File: src/patb_pkg.sv
`timescale 1ns / 1ps
// shared constants, codes and control types of the per-address traffic blocker
// no dependencies

package patb_pkg;

   localparam int TABLE_ENTRIES = 256;
   localparam int IDX_W         = $clog2(TABLE_ENTRIES);
   localparam int CNT_W         = $clog2(TABLE_ENTRIES + 1);

   localparam logic [63:0] THRESHOLD_RESET = 64'd1048576;
   localparam logic [7:0]  LIMIT_RESET     = 8'd3;
   localparam logic [31:0] OWN_RESET       = 32'd0;
   localparam logic [7:0]  WARN_MAX        = 8'hFF;

   localparam int REQ_DATA_W = 96;
   localparam int RSP_DATA_W = 152;
   localparam int RSP_USER_W = 3;
   localparam int CSR_IDX_W  = 2;
   localparam int CSR_DATA_W = 64;

   localparam logic [CSR_IDX_W-1:0] CSR_THRESHOLD = 2'd0;
   localparam logic [CSR_IDX_W-1:0] CSR_LIMIT     = 2'd1;
   localparam logic [CSR_IDX_W-1:0] CSR_OWN       = 2'd2;

   localparam logic [2:0] VERDICT_OWN     = 3'd0;
   localparam logic [2:0] VERDICT_ADDED   = 3'd1;
   localparam logic [2:0] VERDICT_UPDATED = 3'd2;
   localparam logic [2:0] VERDICT_WARNING = 3'd3;
   localparam logic [2:0] VERDICT_NEWLY   = 3'd4;
   localparam logic [2:0] VERDICT_BLOCKED = 3'd5;
   localparam logic [2:0] VERDICT_FULL    = 3'd6;

   typedef struct packed {
      logic [63:0] sent;
      logic [63:0] received;
      logic [7:0]  warnings;
      logic        blocked;
   } patb_entry_type;

   typedef struct packed {
      logic load_item;
      logic search;
      logic add;
      logic write_update;
      logic write_insert;
      logic emit_own;
      logic emit_full;
   } patb_cmd_type;

   typedef struct packed {
      logic own;
      logic hit;
      logic miss;
      logic full;
      logic out_free;
   } patb_sts_type;

endpackage

File: src/patb_ctrl.sv
`timescale 1ns / 1ps
// controller fsm: accept, table search, update, insert, own or full result
// depends on patb_pkg

module patb_ctrl (
   input  logic                  clock,
   input  logic                  reset,
   input  logic                  req_tvalid,
   output logic                  req_tready,
   input  patb_pkg::patb_sts_type sts,
   output patb_pkg::patb_cmd_type cmd
);

   import patb_pkg::*;

   localparam logic [2:0] S_IDLE   = 3'd0;
   localparam logic [2:0] S_SEARCH = 3'd1;
   localparam logic [2:0] S_HIT    = 3'd2;
   localparam logic [2:0] S_UPDATE = 3'd3;
   localparam logic [2:0] S_INSERT = 3'd4;
   localparam logic [2:0] S_OWN    = 3'd5;
   localparam logic [2:0] S_FULL   = 3'd6;

   logic [2:0] state_ff;
   logic [2:0] state_in;

   always_comb begin
      state_in   = state_ff;
      cmd        = '0;
      req_tready = 1'b0;
      unique case (state_ff)
         S_IDLE: begin
            req_tready = 1'b1;
            if (req_tvalid) begin
               cmd.load_item = 1'b1;
               state_in      = S_SEARCH;
            end
         end
         S_SEARCH: begin
            priority if (sts.own) begin
               state_in = S_OWN;
            end else if (sts.hit) begin
               state_in = S_HIT;
            end else if (sts.miss) begin
               state_in = sts.full ? S_FULL : S_INSERT;
            end else begin
               cmd.search = 1'b1;
            end
         end
         S_HIT: begin
            cmd.add  = 1'b1;
            state_in = S_UPDATE;
         end
         S_UPDATE: begin
            if (sts.out_free) begin
               cmd.write_update = 1'b1;
               state_in         = S_IDLE;
            end
         end
         S_INSERT: begin
            if (sts.out_free) begin
               cmd.write_insert = 1'b1;
               state_in         = S_IDLE;
            end
         end
         S_OWN: begin
            if (sts.out_free) begin
               cmd.emit_own = 1'b1;
               state_in     = S_IDLE;
            end
         end
         S_FULL: begin
            if (sts.out_free) begin
               cmd.emit_full = 1'b1;
               state_in      = S_IDLE;
            end
         end
         default: begin
            state_in = S_IDLE;
         end
      endcase
   end

   always_ff @(posedge clock) begin
      if (reset) begin
         state_ff <= S_IDLE;
      end else begin
         state_ff <= state_in;
      end
   end

endmodule

File: config.mk
export PLATFORM = sky130hd
export DESIGN_NAME = patb_ctrl
export DESIGN_NICKNAME = d
export VERILOG_FILES = /design/src/patb_pkg.sv /design/src/patb_ctrl.sv
export SDC_FILE = /design/constraint.sdc
export NUM_CORES = 1
export LEC_CHECK = 0
export ABC_AREA = 1
export BUFFER_PORTS_ARGS = -buffer_cell sky130_fd_sc_hd__buf_2
export CORE_AREA = 8 8 45 47
export DETAILED_ROUTE_END_ITERATION = 10
export DIE_AREA = 0 0 53 55
export SYNTH_ARGS = -nofsm -noshare
export SYNTH_HDL_FRONTEND = slang
export SYNTH_SLANG_ARGS = --single-unit
File: constraint.sdc
create_clock -name clock -period 1.4 [get_ports clock]
set_input_delay 0.21 -clock clock [delete_from_list [all_inputs] [get_ports clock]]
set_output_delay 0.21 -clock clock [all_outputs]
set_load 0.01 [all_outputs]
# Word-level counts from Yosys, hierarchy flattened
# Index checks and enable logic that the tools add are counted.
# W data, S select, Z words.
[op_classes]
eq_ne = 9
muxes = 20
reduce_logical = 3
[op_table]
columns = ["operator", "count"]
rows = [
  ["$mux W3", 5],
  ["$mux W1", 13],
  ["$pmux W3 S4", 1],
  ["$eq A3 B3 Y1 const B", 3],
  ["$eq A3 B2 Y1 const B", 2],
  ["$ne A4 B4 Y1 const B", 1],
  ["$reduce_or A4 Y1", 1],
  ["$eq A3 B1 Y1 const B", 1],
  ["$logic_not A3 Y1", 1],
  ["$reduce_and A3 Y1", 1],
  ["$mux W2", 1],
  ["$ne A2 B1 Y1 const B", 1],
  ["$ne A2 B2 Y1 const B", 1],
]
[word_totals]
regBits = 3
input_bits = 8
out_inout_bits = 8
elab_cells = 33

# Logic depth before layout (Yosys ltp)
[depth]
depth_word = 5
depth_mapped = 8
ltp_nobuf = 8

# Worst setup path before layout
# OpenSTA, ideal clock, no wires.
[synth_path]
path_kind = "register to register"
startpoint = "register state_ff[0]"
endpoint = "register state_ff[0]"
setup_time_ns = 0.114
arrival_ns = 0.893
slack_ns = 0.393
stages_incl_launch_ff = 8
n_path_buf = 1
synth_period_minus_slack_ns = 1.007
cell_sequence = "dfxtp_1 -> buf_4 -> nand2_1 -> nand2_1 -> nand3_2 -> nand3_2 -> nor2_1 -> nor2_2"
[synth_between]
elab_chain_len = 4
elab_cells_between_ends = 13
[synth_lines]
columns = ["element", "line_no", "source"]
rows = [
  ["start: declaration", "patb_ctrl.sv:24", "logic [2:0] state_ff;"],
  ["start signal: assignment", "patb_ctrl.sv:88", "state_ff <= state_in;"],
  ["$eq A3 B3 Y1 or $eq A3 B2 Y1 (tied branches)", "patb_ctrl.sv:31", "unique case (state_ff)"],
  ["$reduce_or A4 Y1 (no source line)", "--", ""],
  ["$ne A2 B1 Y1 (no source line)", "--", ""],
  ["$reduce_and A3 Y1 (no source line)", "--", ""],
]
# Parallel ways exist; a longest one is shown, timed or not.
# A chain may end at the register's enable or synchronous reset.

==> impl_metrics.env <==
export IMPL_final_net_count=81
export IMPL_outcome="complete, no violations"
export IMPL_crit_type="register to primary output"
export IMPL_report_final_setup_viol=0
export IMPL_synth_top_area_cell="dfxtp_1"
export IMPL_timing_rr_start="state_ff[1]"
export IMPL_path_clk_slew_ns=0.04
export IMPL_hpwl_um=693
export IMPL_ir_drop_v=0.000634
export IMPL_grt_max_degree=10
export IMPL_drc=0
export IMPL_core_mm2=0.00138
export IMPL_portBuffers=15
export IMPL_syn_mean_instance_area_um2=5.51
export IMPL_drt_pass1_iter_count=4
export IMPL_whs_path_depth=2
export IMPL_synth_area_um2=298
export IMPL_vias=383
export IMPL_end_kind="primary output"
export IMPL_insertion_delay_ns=0.23
export IMPL_reg2reg_depth=7
export IMPL_crit_fanout=6
export IMPL_finalWorstSetupSlack_ns=0.101
export IMPL_place_congestion=0.802
export IMPL_synth_seq_cells=3
export IMPL_clock_sinks=3
export IMPL_reg_top3="state_ff (3)"
export IMPL_antenna_left=0
export IMPL_grt_pass1_vias=348
export IMPL_largest_register_ffs=3
export IMPL_die_x_um=53
export IMPL_r2r_end="state_ff[0]"
export IMPL_yosys_top_cells_area="dfxtp_1, nand2_1, nor2_1, inv_1, nand3_1"
export IMPL_clock_fmax_mhz=770
export IMPL_drive_gt1_frac=0.403
export IMPL_synthCells=54
export IMPL_grt_pass1_wl_mm=1.31
export IMPL_rsz0062_at_grt="false"
export IMPL_period_needed_ns=1.30
export IMPL_syn_num_nets=62
export IMPL_worstMarginPinSlew_ns=0.226
export IMPL_routedWlPerCell_um=10.0
export IMPL_synth_cell_type_count=14
export IMPL_start_util=0.215
export IMPL_finalHoldViolations=0
export IMPL_final_setup_tns_ns=0
export IMPL_grt_usage=0.0606
export IMPL_ctsResizeCount=0
export IMPL_powerDensity_mw_per_mm2=1970
export IMPL_first_iter_violations=8
export IMPL_clock_skew_ns=0.00306
export IMPL_r2r_slack_ns=0.25
export IMPL_grt_ovfl_total=0
export IMPL_leakagePower_nw=0.247
export IMPL_layout_commonest_cell="buf_2"
export IMPL_diodes=0
export IMPL_ios=16
export IMPL_cts_made_buffers=3
export IMPL_cp_required_ns=1.19
export IMPL_die_area_mm2=0.00292
export IMPL_die_h_um=55
export IMPL_finalWirelength_um=884
export IMPL_routed_via_density=4.35
export IMPL_yosys_area_top_type_share=0.202
export IMPL_synth_warnings=0
export IMPL_layout_common_cells="buf_2, nand2_1, nor2_1, inv_1, nand3_1"
export IMPL_power_uw=823
export IMPL_yosysSeqAreaShare=0.202
export IMPL_layoutNonFillerInstCount=88
export IMPL_holdBufCountCts=0
export IMPL_cts_htree_levels=1
export IMPL_regMostFlops="state_ff"
export IMPL_dp_cells=84
export IMPL_detailedPlace_worstSlack_ns=0.262
export IMPL_cts_tree="done"
export IMPL_slew_headroom=0.849
export IMPL_hold_start="reset"
export IMPL_areaGrowthSynthToFinish_pct=40.3
export IMPL_finalCritPeriodShare=0.928
export IMPL_antenna_found_initial=0
export IMPL_hold_path_class="input pin to register"
export IMPL_drv_cap=0
export IMPL_drv_slew=0
export IMPL_worstPathArrival_ns=1.09
export IMPL_cp_start_kind="register"
export IMPL_clockRootBuffer="clkbuf_4"
export IMPL_row_count=14
export IMPL_hold_end="state_ff[2]"
export IMPL_cts_buffer_depth=2
export IMPL_postCtsSetupRepairBufs=0
-- cell type report --
type	instances	area, µm²
clock buffers	4	26.3
flip-flops and latches	3	61.3
inverters	10	37.5
repair buffers	15	75.1
well taps	16	20.0
multi-input cells	40	198
fillers	165	966
-- stage by stage --
stage	hold slack, ns	util	area [µm²]
after floorplan	0.272	-	298
after global placement	0.388	0.278	385
after detailed placement	0.389	0.278	385
after CTS	0.141	0.297	412
after global routing	0.144	0.302	418
final	0.148	0.302	418
-- critical path, stage by stage (launching register included) --
cell	delay [ns]
dfxtp_1	0.43
nand2_1	0.10
nor3_1	0.16
buf_2	0.17
-- layer usage --
metal / vias up / part of all wire / track usage
li1: 206 / - / -
met1: 164 / 0.36 / 0.0545
met2: 11 / 0.54 / 0.0977
met3: 2 / 0.075 / 0.0267
met4: 0 / 0.021 / 0.0647
met5: - / 0 / 0
-- worst max path at each step --
stage                            from           to  slack [ns]  depth (start not counted)
after floorplan           state_ff[0]  state_ff[0]        0.39                          7
after global placement    state_ff[0]  state_ff[1]        0.28                          7
after detailed placement  state_ff[0]  state_ff[0]        0.26                          7
after CTS                 state_ff[0]       cmd[5]        0.03                          3
after global routing      state_ff[1]       cmd[6]       0.007                          4
final                     state_ff[1]       cmd[3]        0.10                          3
-- cells in the mapped netlist --
cell and count:
buf_4 1, a21oi_2 1, nand3_2 2, inv_1 8
nand3_1 5, nand2_2 1, nand2_1 12, o21ai_0 2
nor2_1 9, dfxtp_1 3, a21oi_1 2, nor3_1 3
nor2_2 3, inv_2 2
-- where the power goes --
group          switching [mW]  internal (mW)
Sequential             0.0732          0.127
Combinational           0.293          0.177
Clock                  0.0468          0.107
-- cells by family after synthesis --
group                  Yosys count  synth area share
AO/OA/AOI/OAI                    5            0.0966
AND/OR/NAND/NOR                 35             0.550
buffers and inverters           11             0.151
flip-flops                       3             0.202
(Power assumes the default switching activity.)
